File: config.mk
export PLATFORM = sky130hd
export DESIGN_NAME = audio_peak_vu_meter_unit
export DESIGN_NICKNAME = d
export VERILOG_FILES = /design/src/hdl/apvu_pkg.sv /design/src/hdl/apvu_front.sv /design/src/hdl/apvu_fifo.sv /design/src/hdl/apvu_back.sv /design/src/hdl/audio_peak_vu_meter_unit.sv
export SDC_FILE = /design/constraint.sdc
export NUM_CORES = 1
export LEC_CHECK = 0
export BUFFER_PORTS_ARGS = -buffer_cell sky130_fd_sc_hd__buf_2
export CAP_MARGIN = 40
export CORE_MARGIN = 2
export CORE_UTILIZATION = 35
export CTS_BUF_LIST = sky130_fd_sc_hd__clkbuf_8
export DETAILED_ROUTE_END_ITERATION = 8
export PLACE_DENSITY = 0.57
export SLEW_MARGIN = 30
export SYNTH_ARGS = -nofsm -noshare
export SYNTH_HDL_FRONTEND = slang
export SYNTH_HIERARCHICAL = 1
export SYNTH_SLANG_ARGS = --single-unit
File: constraint.sdc
create_clock -name clk -period 8.2 [get_ports clk]
set_input_delay 0.41 -clock clk [delete_from_list [all_inputs] [get_ports clk]]
set_output_delay 0.41 -clock clk [all_outputs]
set_load 0.1 [all_outputs]
File: src/hdl/apvu_pkg.sv
// Shared types, constants and the log2 mantissa table of the VU meter.
package apvu_pkg;

	localparam int LOG_BITS = 8;
	localparam int LOG_SIZE = 1 << LOG_BITS;

	localparam int PEAK_W  = 15;
	localparam int BAR_W   = 10;
	localparam int FLOOR_W = 8;
	localparam int COLOR_W = 16;
	localparam int EXP_W   = 4;
	localparam int L2_W    = 12;
	localparam int ATT_W   = 15;

	localparam logic [PEAK_W-1:0] FULL_SCALE = 15'd32767;
	localparam logic [14:0] DB_PER_OCTAVE_Q12 = 15'd24660;

	localparam logic [COLOR_W-1:0] COLOR_GREEN  = 16'hE007;
	localparam logic [COLOR_W-1:0] COLOR_YELLOW = 16'hE0FF;
	localparam logic [COLOR_W-1:0] COLOR_RED    = 16'h00F8;

	// register indexes on the configuration port (address bits 4:2)
	localparam logic [2:0] REG_CHANNEL_SELECT = 3'd0;
	localparam logic [2:0] REG_BAR_WIDTH      = 3'd1;
	localparam logic [2:0] REG_FLOOR_DB       = 3'd2;
	localparam logic [2:0] REG_YELLOW_THRESH  = 3'd3;
	localparam logic [2:0] REG_RED_THRESH     = 3'd4;

	localparam logic [BAR_W-1:0]   RST_BAR_WIDTH = 10'd128;
	localparam logic [FLOOR_W-1:0] RST_FLOOR_DB  = 8'hC4;
	localparam logic [PEAK_W-1:0]  RST_YELLOW    = 15'd16384;
	localparam logic [PEAK_W-1:0]  RST_RED       = 15'd29205;

	typedef struct packed {
		logic               channel_select;
		logic [BAR_W-1:0]   bar_width;
		logic [FLOOR_W-1:0] floor_db;
		logic [PEAK_W-1:0]  yellow_threshold;
		logic [PEAK_W-1:0]  red_threshold;
	} cfg_t;

	typedef logic [LOG_SIZE-1:0][7:0] log_tbl_t;

	// Fraction bits of log2(1 + m/2^LOG_BITS), produced one bit per squaring.
	function automatic log_tbl_t build_log_table();
		log_tbl_t    t;
		logic [63:0] x;
		logic [7:0]  r;
		for (int m = 0; m < LOG_SIZE; m++) begin
			x = 64'(LOG_SIZE + m) << (30 - LOG_BITS);
			r = '0;
			for (int i = 0; i < 8; i++) begin
				x = (x * x) >> 30;
				r = {r[6:0], 1'b0};
				if (x >= 64'h8000_0000) begin
					r[0] = 1'b1;
					x = x >> 1;
				end
			end
			t[m] = r;
		end
		return t;
	endfunction

	localparam log_tbl_t LOG_TABLE = build_log_table();

	localparam int FULL_IDX = ((32767 << LOG_BITS) >> 14) % LOG_SIZE;
	localparam logic [L2_W-1:0] REF_L2 = L2_W'(14 * 256 + int'(LOG_TABLE[FULL_IDX]));

endpackage

File: src/hdl/apvu_front.sv
// Front end: channel select, magnitude, running peak, window close.
module apvu_front (
	input  logic                         clk,
	input  logic                         arst_n,
	input  apvu_pkg::cfg_t               cfg,
	input  logic [31:0]                  frame_word,
	input  logic                         last_frame,
	input  logic                         push,
	output logic                         full,
	input  logic                         q_full,
	output logic                         q_push,
	output logic [apvu_pkg::PEAK_W-1:0]  q_data
);

	logic [apvu_pkg::PEAK_W-1:0] peak_q;
	logic [15:0]                 half;
	logic [15:0]                 neg;
	logic [apvu_pkg::PEAK_W-1:0] mag;
	logic [apvu_pkg::PEAK_W-1:0] new_peak;
	logic                        beat;

	assign half = cfg.channel_select ? frame_word[15:0] : frame_word[31:16];
	assign neg  = ~half + 16'd1;

	always_comb begin
		if (!half[15])
			mag = half[14:0];
		else if (neg[15])
			mag = apvu_pkg::FULL_SCALE;  // saturate the most negative sample
		else
			mag = neg[14:0];
	end

	assign new_peak = (mag > peak_q) ? mag : peak_q;
	assign full     = q_full;
	assign beat     = push && !q_full;
	assign q_push   = beat && last_frame;
	assign q_data   = new_peak;

	always_ff @(posedge clk or negedge arst_n) begin
		if (!arst_n) begin
			peak_q <= '0;
		end else if (beat) begin
			peak_q <= last_frame ? '0 : new_peak;
		end
	end

endmodule

File: src/hdl/apvu_fifo.sv
// Short queue of closed-window peaks between front and back end.
module apvu_fifo (
	input  logic                         clk,
	input  logic                         arst_n,
	input  logic                         wr_en,
	input  logic [apvu_pkg::PEAK_W-1:0]  wr_data,
	input  logic                         rd_en,
	output logic [apvu_pkg::PEAK_W-1:0]  rd_data,
	output logic                         full,
	output logic                         empty
);

	localparam int DEPTH = 4;
	localparam int PTR_W = $clog2(DEPTH);

	logic [apvu_pkg::PEAK_W-1:0] mem_q [DEPTH];
	logic [PTR_W-1:0]            wr_ptr_q;
	logic [PTR_W-1:0]            rd_ptr_q;
	logic [PTR_W:0]              count_q;
	logic                        do_wr;
	logic                        do_rd;

	assign full    = (count_q == (PTR_W+1)'(DEPTH));
	assign empty   = (count_q == '0);
	assign do_wr   = wr_en && !full;
	assign do_rd   = rd_en && !empty;
	assign rd_data = mem_q[rd_ptr_q];

	always_ff @(posedge clk) begin
		if (do_wr) begin
			mem_q[wr_ptr_q] <= wr_data;
		end
	end

	always_ff @(posedge clk or negedge arst_n) begin
		if (!arst_n) begin
			wr_ptr_q <= '0;
			rd_ptr_q <= '0;
			count_q  <= '0;
		end else begin
			if (do_wr)
				wr_ptr_q <= wr_ptr_q + 1'b1;
			if (do_rd)
				rd_ptr_q <= rd_ptr_q + 1'b1;
			unique case ({do_wr, do_rd})
				2'b10:   count_q <= count_q + 1'b1;
				2'b01:   count_q <= count_q - 1'b1;
				default: count_q <= count_q;
			endcase
		end
	end

endmodule

File: src/hdl/apvu_back.sv
// Back end: log2 scale, dB attenuation, bar length divider, color, result register.
module apvu_back (
	input  logic                          clk,
	input  logic                          arst_n,
	input  apvu_pkg::cfg_t                cfg,
	input  logic                          q_empty,
	input  logic [apvu_pkg::PEAK_W-1:0]   q_data,
	output logic                          q_pop,
	input  logic                          pop,
	output logic                          empty,
	output logic [apvu_pkg::PEAK_W-1:0]   peak_level,
	output logic [apvu_pkg::BAR_W-1:0]    bar_pixels,
	output logic [apvu_pkg::COLOR_W-1:0]  bar_color
);

	localparam logic [3:0] ST_IDLE  = 4'd0;
	localparam logic [3:0] ST_NORM  = 4'd1;
	localparam logic [3:0] ST_LOG   = 4'd2;
	localparam logic [3:0] ST_ATT   = 4'd3;
	localparam logic [3:0] ST_CLASS = 4'd4;
	localparam logic [3:0] ST_MUL   = 4'd5;
	localparam logic [3:0] ST_DIV   = 4'd6;
	localparam logic [3:0] ST_DONE  = 4'd7;

	localparam int REM_W = 27;

	logic [3:0]                     state_q;
	logic [apvu_pkg::PEAK_W-1:0]    p_q;
	logic [apvu_pkg::EXP_W-1:0]     e_q;
	logic [apvu_pkg::LOG_BITS-1:0]  m_q;
	logic [apvu_pkg::COLOR_W-1:0]   color_q;
	logic [apvu_pkg::L2_W-1:0]      a_q;
	logic [apvu_pkg::ATT_W-1:0]     att_q;
	logic [15:0]                    span_q;
	logic [15:0]                    num_q;
	logic [REM_W-1:0]               rem_q;
	logic [apvu_pkg::BAR_W-1:0]     quo_q;
	logic [3:0]                     cnt_q;

	logic                           out_valid_q;
	logic [apvu_pkg::PEAK_W-1:0]    out_peak_q;
	logic [apvu_pkg::BAR_W-1:0]     out_bar_q;
	logic [apvu_pkg::COLOR_W-1:0]   out_color_q;

	logic [apvu_pkg::EXP_W-1:0]     lead;
	logic [apvu_pkg::PEAK_W+apvu_pkg::LOG_BITS-1:0] aligned;
	logic [apvu_pkg::L2_W-1:0]      l2;
	logic [26:0]                    att_prod;
	logic [15:0]                    floor_q88;
	logic signed [17:0]             margin;
	logic [25:0]                    mul_prod;
	logic [REM_W-1:0]               div_shift;
	logic                           out_free;

	// leading-one position of the peak
	always_comb begin
		lead = '0;
		for (int i = 1; i < apvu_pkg::PEAK_W; i++) begin
			if (p_q[i])
				lead = apvu_pkg::EXP_W'(i);
		end
	end

	assign aligned   = {p_q, {apvu_pkg::LOG_BITS{1'b0}}} >> lead;
	assign l2        = {e_q, 8'b0} + apvu_pkg::L2_W'(apvu_pkg::LOG_TABLE[m_q]);
	assign att_prod  = 27'(a_q) * 27'(apvu_pkg::DB_PER_OCTAVE_Q12) + 27'd2048;
	assign floor_q88 = {cfg.floor_db, 8'b0};
	assign margin    = $signed({3'b0, att_q}) + $signed({{2{floor_q88[15]}}, floor_q88});
	assign mul_prod  = 26'(num_q) * 26'(cfg.bar_width);
	assign div_shift = REM_W'({span_q, 1'b0}) << cnt_q;
	assign out_free  = !out_valid_q || pop;
	assign q_pop     = (state_q == ST_IDLE) && !q_empty;

	always_ff @(posedge clk or negedge arst_n) begin
		if (!arst_n) begin
			state_q <= ST_IDLE;
			cnt_q   <= '0;
		end else begin
			unique case (state_q)
				ST_IDLE:  if (!q_empty) state_q <= ST_NORM;
				ST_NORM:  state_q <= ST_LOG;
				ST_LOG:   state_q <= ST_ATT;
				ST_ATT:   state_q <= ST_CLASS;
				ST_CLASS: begin
					priority if (p_q == '0 || margin >= 0 || att_q == '0)
						state_q <= ST_DONE;
					else
						state_q <= ST_MUL;
				end
				ST_MUL: begin
					state_q <= ST_DIV;
					cnt_q   <= 4'(apvu_pkg::BAR_W - 1);
				end
				ST_DIV: begin
					if (cnt_q == '0)
						state_q <= ST_DONE;
					else
						cnt_q <= cnt_q - 1'b1;
				end
				ST_DONE:  if (out_free) state_q <= ST_IDLE;
				default:  state_q <= ST_IDLE;
			endcase
		end
	end

	always_ff @(posedge clk) begin
		unique case (state_q)
			ST_IDLE: begin
				if (!q_empty)
					p_q <= q_data;
			end
			ST_NORM: begin
				e_q <= lead;
				m_q <= aligned[apvu_pkg::LOG_BITS-1:0];
				if (p_q < cfg.yellow_threshold)
					color_q <= apvu_pkg::COLOR_GREEN;
				else if (p_q < cfg.red_threshold)
					color_q <= apvu_pkg::COLOR_YELLOW;
				else
					color_q <= apvu_pkg::COLOR_RED;
			end
			ST_LOG: begin
				a_q <= (apvu_pkg::REF_L2 > l2) ? (apvu_pkg::REF_L2 - l2) : '0;
			end
			ST_ATT: begin
				att_q <= att_prod[12 +: apvu_pkg::ATT_W];
			end
			ST_CLASS: begin
				priority if (p_q == '0 || margin >= 0)
					quo_q <= '0;
				else if (att_q == '0)
					quo_q <= cfg.bar_width;
				else
					quo_q <= '0;
				span_q <= 16'(-{floor_q88[15], floor_q88});
				num_q  <= 16'(-{floor_q88[15], floor_q88}) - 16'(att_q);
			end
			ST_MUL: begin
				rem_q <= REM_W'({mul_prod, 1'b0}) + REM_W'(span_q);
			end
			ST_DIV: begin
				// restoring step, one quotient bit a cycle
				if (rem_q >= div_shift) begin
					rem_q        <= rem_q - div_shift;
					quo_q[cnt_q] <= 1'b1;
				end
			end
			default: begin
			end
		endcase
	end

	always_ff @(posedge clk or negedge arst_n) begin
		if (!arst_n) begin
			out_valid_q <= 1'b0;
		end else if (state_q == ST_DONE && out_free) begin
			out_valid_q <= 1'b1;
		end else if (pop) begin
			out_valid_q <= 1'b0;
		end
	end

	always_ff @(posedge clk) begin
		if (state_q == ST_DONE && out_free) begin
			out_peak_q  <= p_q;
			out_bar_q   <= quo_q;
			out_color_q <= color_q;
		end
	end

	assign empty      = !out_valid_q;
	assign peak_level = out_peak_q;
	assign bar_pixels = out_bar_q;
	assign bar_color  = out_color_q;

endmodule

File: src/hdl/audio_peak_vu_meter_unit.sv
// Audio peak VU meter: takes one stereo frame per clock while full is low and
// tracks the peak magnitude of the selected channel; each frame marked last
// closes a window and queues its peak (four windows deep). The back end, when
// idle, turns each queued peak into a result (log2 lookup, dB scaling, one
// multiply, then a ten-step restoring divider for the bar length); windows
// that end at zero peak, below the floor or at full scale skip the divider.
// Results wait in an output register until popped, and the back end holds its
// next result while that register is occupied. Registers sit at byte addresses
// 0, 4, 8, 12 and 16 of the APB port; the user must write them only while the
// block is idle, as the block itself does not enforce it.
module audio_peak_vu_meter_unit (
	input  logic                          clk,
	input  logic                          arst_n,
	input  logic                          psel,
	input  logic                          penable,
	input  logic                          pwrite,
	input  logic [4:0]                    paddr,
	input  logic [31:0]                   pwdata,
	output logic [31:0]                   prdata,
	output logic                          pready,
	input  logic                          push,
	output logic                          full,
	input  logic [31:0]                   frame_word,
	input  logic                          last_frame,
	input  logic                          pop,
	output logic                          empty,
	output logic [apvu_pkg::PEAK_W-1:0]   peak_level,
	output logic [apvu_pkg::BAR_W-1:0]    bar_pixels,
	output logic [apvu_pkg::COLOR_W-1:0]  bar_color
);

	apvu_pkg::cfg_t              cfg_q;
	logic                        cfg_wr;
	logic [2:0]                  reg_idx;
	logic                        q_full;
	logic                        q_empty;
	logic                        q_push;
	logic                        q_pop;
	logic [apvu_pkg::PEAK_W-1:0] q_wdata;
	logic [apvu_pkg::PEAK_W-1:0] q_rdata;

	assign pready  = 1'b1;
	assign reg_idx = paddr[4:2];
	assign cfg_wr  = psel && penable && pwrite && pready;

	always_ff @(posedge clk or negedge arst_n) begin
		if (!arst_n) begin
			cfg_q.channel_select   <= 1'b0;
			cfg_q.bar_width        <= apvu_pkg::RST_BAR_WIDTH;
			cfg_q.floor_db         <= apvu_pkg::RST_FLOOR_DB;
			cfg_q.yellow_threshold <= apvu_pkg::RST_YELLOW;
			cfg_q.red_threshold    <= apvu_pkg::RST_RED;
		end else if (cfg_wr) begin
			unique case (reg_idx)
				apvu_pkg::REG_CHANNEL_SELECT: cfg_q.channel_select   <= pwdata[0];
				apvu_pkg::REG_BAR_WIDTH:      cfg_q.bar_width        <= pwdata[9:0];
				apvu_pkg::REG_FLOOR_DB:       cfg_q.floor_db         <= pwdata[7:0];
				apvu_pkg::REG_YELLOW_THRESH:  cfg_q.yellow_threshold <= pwdata[14:0];
				apvu_pkg::REG_RED_THRESH:     cfg_q.red_threshold    <= pwdata[14:0];
				default: begin
				end
			endcase
		end
	end

	always_comb begin
		unique case (reg_idx)
			apvu_pkg::REG_CHANNEL_SELECT: prdata = {31'b0, cfg_q.channel_select};
			apvu_pkg::REG_BAR_WIDTH:      prdata = {22'b0, cfg_q.bar_width};
			apvu_pkg::REG_FLOOR_DB:       prdata = {24'b0, cfg_q.floor_db};
			apvu_pkg::REG_YELLOW_THRESH:  prdata = {17'b0, cfg_q.yellow_threshold};
			apvu_pkg::REG_RED_THRESH:     prdata = {17'b0, cfg_q.red_threshold};
			default:                      prdata = '0;
		endcase
	end

	apvu_front u_front (
		.clk        (clk),
		.arst_n     (arst_n),
		.cfg        (cfg_q),
		.frame_word (frame_word),
		.last_frame (last_frame),
		.push       (push),
		.full       (full),
		.q_full     (q_full),
		.q_push     (q_push),
		.q_data     (q_wdata)
	);

	apvu_fifo u_fifo (
		.clk     (clk),
		.arst_n  (arst_n),
		.wr_en   (q_push),
		.wr_data (q_wdata),
		.rd_en   (q_pop),
		.rd_data (q_rdata),
		.full    (q_full),
		.empty   (q_empty)
	);

	apvu_back u_back (
		.clk        (clk),
		.arst_n     (arst_n),
		.cfg        (cfg_q),
		.q_empty    (q_empty),
		.q_data     (q_rdata),
		.q_pop      (q_pop),
		.pop        (pop),
		.empty      (empty),
		.peak_level (peak_level),
		.bar_pixels (bar_pixels),
		.bar_color  (bar_color)
	);

endmodule

==> flow_metrics.py, run 1 <==
metrics = {
    "run_status": {
        "status": "finished, final reports clean",
    },
    "setup_path": {
        "cp.required_ns": 8.54,
        "r2r-start": "u_back/num_q[5]",
        "critical_path_class": "flop to flop",
        "rr_worst_depth": 28,
        "crit_path_start_kind": "flop",
        "cp_slowest_stage_delay_ns": 0.70,
        "crit_fanout": 10,
        "worstPathArrival_ns": 7.60,
        "slowest_stage": "edfxtp_1",
        "r2r_end": "u_back/rem_q[26]",
        "critPathCaptureType": "flop",
        "r2r_slack_ns": 0.94,
    },
    "route": {
        "drt_iter0_drc": 1486,
        "first_pass_iters": 5,
        "drcViolationCount": 0,
        "via_per_inst": 5.36,
        "wl_um": 67500,
        "num_vias": 19900,
        "ant_nets": 0,
        "wl_per_cell_um": 18.2,
    },
    "synth": {
        "yosysSeqAreaShare_pct": 31.6,
        "synth_edf_count": 203,
        "yosysWarnings": 6,
        "synth_area_leaders": "edfxtp_1 23%, ha_1 12%, fa_1 9.7%",
        "ys_ff_latch": 290,
        "synth_most_common_cell": "inv_1",
        "synth_ff_type": "edfxtp_1",
        "yosysTopAreaCell": "edfxtp_1",
        "synthCells": 2640,
        "synth_top_area_share_pct": 23.4,
        "synthDistinctLibCells": 120,
        "synth-async-reset-ratio_pct": 27.2,
        "syn_area_sq_um": 26100,
        "avgSynthCellArea_sq_um": 9.87,
        "synth_common_cells": "281 x inv_1, 253 x ha_1, 203 x edfxtp_1, 198 x nand2_1, 159 x nor2_1",
    },
    "cts": {
        "cts_buffers": 51,
        "cts_max_level": 2,
        "cts_resized": 0,
        "cts_tree": "done",
        "cts.sinks": 290,
        "clockBufferDepth": 3,
        "clock_latency_ns": 0.65,
        "root_buffer": "clkbuf_8",
        "clk_transition_reported_paths_ns": 0.06,
    },
    "cells_and_area": {
        "utilization_pct": 38.5,
        "synthToLayoutAreaGrowth_pct": 9.45,
        "drive_gt1_share_pct": 13.8,
        "nNetsFinal": 3163,
        "final_cell_area_sq_um": 28500,
    },
    "grt": {
        "antenna_found_initial": 3,
        "grt_remaining_overflow": 0,
        "grt_pass1_wl_um": 108000,
        "grt_pass1_vias": 20200,
        "grt_use_total_pct": 17.3,
        "grt_max_degree": 66,
    },
    "timing": {
        "layout_setup_ws_ns": 0.937,
        "rsz0062_at_grt": "no",
        "period_needed_ns": 7.26,
        "worstMarginPinSlew_ns": 0.838,
        "skew_ns": 0.0489,
        "hold_viol": 0,
        "fin_crit_sh_pct": 88.6,
        "slew_viol_final": 0,
        "finalSetupTns_ns": 0,
        "fmax_mhz": 138,
        "slew_headroom_pct": 44.1,
        "setup_violations": 0,
    },
    "placement": {
        "gp_congestion": 0.882,
        "port-buffer-count": 110,
        "dp_slack_ns": 1.04,
        "placed_area_sq_um": 27300,
        "place_hpwl_um": 50400,
    },
    "hold_path": {
        "hold_path_startpoint": "pwdata[11]",
        "min_to": "cfg_q[11]",
        "hold_path_depth": 2,
        "hold_path.class": "input pin to flop",
    },
    "floorplan": {
        "die_area_sq_um": 76700,
        "core_area_sq_um": 74100,
        "rows": 100,
        "fp.dieW_um": 277,
        "initial_core_util_pct": 35.2,
        "die_y_um": 277,
        "io_pins": 153,
    },
    "flow_run": {
        "drv_cap": 0,
    },
}
==> critical path, delay by kind of cell (launching register included) <==
family	cells	cell delay [ns]
AOI/OAI and AO/OA	7	1.76
xor gates and xnor gates	2	0.41
adders and majority gates	7	3.01
buffers and inverters	4	0.23
DFF	1	0.70
muxes	1	0.11
and+or+nand+nor	7	0.73
==> routing by layer <==
metal | track usage (%) | vias to the layer above | share of wire, %
met4 | 4.89 | 6 | 2.3
met2 | 29.5 | 544 | 48
met3 | 2.87 | 110 | 5.6
met1 | 22.7 | 9807 | 44
li1 | - | 9478 | -
met5 | 0 | - | 0.052
==> metrics by stage <==
stage | std cells | hold slack, ns
3_3_place_gp | 3602 | 0.370
6_report | 3719 | 0.0495
5_1_grt | 3718 | 0.00467
4_1_cts | 3710 | 0.000868
3_5_place_dp | 3607 | 0.381
2_1_floorplan | 2660 | 0.114
==> worst max path at each step <==
stage	start	end	slack, ns	cells after the start
floorplan	cfg_q[41]	u_back/rem_q[25]	1.47	29
global placement	cfg_q[46]	u_back/rem_q[25]	1.12	20
detailed placement	u_back/num_q[5]	u_back/rem_q[26]	1.04	28
CTS	u_back/num_q[5]	u_back/rem_q[26]	0.97	28
global route	u_back/num_q[5]	u_back/rem_q[26]	0.40	28
finish	u_back/num_q[5]	u_back/rem_q[26]	0.94	28
==> kinds of logic after synthesis <==
family	count (synthesis)	share of synthesized area, %
and+or+nand+nor	734	14.5
AOI/OAI and AO/OA	542	14.4
buffers and inverters	443	7.31
adders and majority gates	380	21.9
DFF	290	31.6
muxes	128	6.24
xor gates and xnor gates	120	4.03
other	3	0.0432
==> cell usage in the layout (no fill, tap or decap), drive strengths merged, types with 77 or more instances in the layout <==
master and count:
nor2 164, a21oi 128, ha 253, edfxtp 203, buf 143, nand2 198, fa 126, o21ai 98
and2 92, xnor2 77, inv 301
==> state kept, by name, indices dropped and copies added, names as in the netlist, 3 cells and up <==
name / cells
cfg_q: 49
u_back/a_q: 12
u_back/att_q: 15
u_back/bar_pixels: 10
u_back/cnt_q: 4
u_back/e_q: 4
u_back/l2: 8
u_back/m_q: 8
u_back/num_q: 16
u_back/p_q: 15
u_back/peak_level: 15
u_back/quo_q: 10
u_back/rem_q: 26
u_back/span_q: 8
u_back/state_q: 3
u_fifo/count_q: 3
u_fifo/mem_q: 60
u_front/peak_q: 15
==> layout make-up <==
cell class                      count  area (sq um)
Fill cell                        7366         45500
Antenna cell                        1          2.50
Multi-Input combinational cell   1927         16000
Inverter                          284          1070
Timing Repair Buffer              153           961
Clock inverter                     42           275
Sequential cell                   290          8250
Clock buffer                       53           729
Tap cell                          969          1210
==> what timing repair did <==
item / 4_1_cts / 5_1_grt
buffers inserted: 0 / 0
endpoints found under the setup margin: 0 / 0
endpoints found under the hold margin: 38 / 0
hold buffers: 8 / 0
Power of run 1 is not shown: default switching activity piles up to over one toggle a cycle in this logic, so the estimate is an artifact.
==> run 2: changes to the inputs <==
- REMOVE_ABC_BUFFERS: default -> 1
- clock period: 8.2 -> 8.53 ns (I/O delays scaled with it)
==> run 2 against run 1 <==
Net effect:
- routed wire length is 1.2% higher
- non-clock buffer count is 10 lower
- critical endpoint is now u_back/rem_q[18]
- global-route usage is 0.31 points higher
==> flow_metrics.py, run 2 (synthesis results as in run 1) <==
metrics = {
    "cts": {
        "clockBufferDepth": 3,
        "cts_max_level": 2,
        "clk_transition_reported_paths_ns": 0.06,
        "clock_latency_ns": 0.67,
        "cts_tree": "done",
        "postCtsSetupBuffers": 0,
        "cts.sinks": 290,
        "cts_buffers": 51,
        "root_buffer": "clkbuf_8",
    },
    "grt": {
        "grt-busiest-layer": "met2",
        "gr-usage-met1_pct": 22.6,
        "grt_pass1_wl_um": 110000,
        "grt_max_degree": 66,
        "grt_use_total_pct": 17.6,
        "use_met2_pct": 30.7,
        "grt_pass1_vias": 20200,
        "grt_remaining_overflow": 0,
        "grtUsageMet3_pct": 2.41,
        "antenna_found_initial": 1,
    },
    "setup_path": {
        "crit_path_start_kind": "flop",
        "r2r_end": "u_back/rem_q[18]",
        "crit_fanout": 19,
        "critical_path_class": "flop to flop",
        "r2r_slack_ns": 1.06,
        "critPathCaptureType": "flop",
        "worstPathArrival_ns": 7.86,
        "slowest_stage": "dfrtp_1",
        "cp_slowest_stage_delay_ns": 0.78,
        "r2r-start": "cfg_q[41]",
        "cp.required_ns": 8.91,
        "rr_worst_depth": 28,
    },
    "cells_and_area": {
        "nNetsFinal": 3153,
        "mostFrequentLayoutCell": "inv_1",
        "final_cell_mix": "292 x inv_1, 253 x ha_1, 203 x edfxtp_1",
        "synthToLayoutAreaGrowth_pct": 9.53,
        "insertedDiodeCount": 0,
        "utilization_pct": 38.5,
        "top_regs": "u_fifo/mem_q: 60 flops, cfg_q: 49 flops, u_back/rem_q: 26 flops",
        "regMostFlops": "u_fifo/mem_q",
        "drive_gt1_share_pct": 13.6,
        "largest_reg_flops": 60,
    },
    "floorplan": {
        "fp.dieW_um": 277,
        "io_pins": 153,
        "initial_core_util_pct": 35.2,
        "rows": 100,
        "die_area_sq_um": 76700,
        "die_y_um": 277,
        "core_area_sq_um": 74100,
    },
    "hold_path": {
        "hold_path.class": "input pin to flop",
        "min_to": "cfg_q[8]",
        "hold_path_depth": 2,
        "hold_path_startpoint": "pwdata[8]",
    },
    "placement": {
        "place_hpwl_um": 51000,
        "gp_congestion": 0.877,
        "port-buffer-count": 110,
    },
    "timing": {
        "timing.hold.ws_ns": 0.0487,
        "fin_crit_sh_pct": 87.6,
        "slew_viol_final": 0,
        "period_needed_ns": 7.47,
        "worstMarginPinSlew_ns": 0.867,
        "skew_ns": 0.0424,
        "slew_headroom_pct": 41.9,
        "setup_violations": 0,
        "rsz0062_at_grt": "no",
        "fmax_mhz": 134,
        "hold_viol": 0,
        "finalSetupTns_ns": 0,
    },
    "route": {
        "first_pass_iters": 7,
        "wl_per_cell_um": 18.4,
        "wl_um": 68400,
        "num_vias": 20000,
        "ant_nets": 0,
        "via_per_inst": 5.38,
        "drcViolationCount": 0,
        "drt_iter0_drc": 1397,
    },
    "run_status": {
        "status": "finished, final reports clean",
    },
    "flow_run": {
        "drv_cap": 0,
    },
}
==> run 2: final cells by class <==
class | count | area (sq um)
fill | 7273 | 45500
multi-input combinational | 1927 | 16000
sequential | 290 | 8250
tap | 969 | 1210
inverter | 284 | 1070
timing repair buffer | 143 | 885
clock buffer | 60 | 826
clock inverter | 33 | 284
==> run 2: timing repair <==
action / in CTS / in global routing
endpoints found under the hold margin: 32 / 0
hold buffers: 6 / 0
resized for setup: 0 / 0
==> run 2: worst max-delay path by stage <==
| stage | cells past startpoint | startpoint | slack, ns | to |
|---|---|---|---|---|
| after floorplan | 27 | cfg_q[41] | 2.05 | u_back/rem_q[25] |
| after global placement | 28 | cfg_q[41] | 1.13 | u_back/rem_q[24] |
| after detailed placement | 28 | cfg_q[41] | 1.12 | u_back/rem_q[18] |
| after CTS | 28 | cfg_q[41] | 1.07 | u_back/rem_q[18] |
| after global routing | 28 | cfg_q[41] | 0.57 | u_back/rem_q[24] |
| final | 28 | cfg_q[41] | 1.06 | u_back/rem_q[18] |
==> run 2: worst max-delay path, delay by kind of cell, from the launching register on <==
family	cells	cell delay, ns
xor+xnor	2	0.39
mux	1	0.12
buf+inv	4	0.24
simple gates	7	0.75
compound gates	7	1.86
flops	1	0.78
fa+ha+maj	7	3.08
==> run 2: stage by stage <==
step	instances	cell area, sq um	setup WS (ns)
5_1_grt	3706	28500	0.572
3_5_place_dp	3603	27300	1.12
3_3_place_gp	3599	27200	1.13
6_report	3706	28500	1.06
4_1_cts	3702	28500	1.07
2_1_floorplan	2501	25300	2.05
==> run 2: routing by layer <==
metal / routed length (um) / up-vias
li1: - / 9446
met1: 29200 / 9804
met2: 33900 / 580
met3: 3500 / 125
met4: 1810 / 0
met5: 0 / -
Power of run 2 is left out for the same reason.
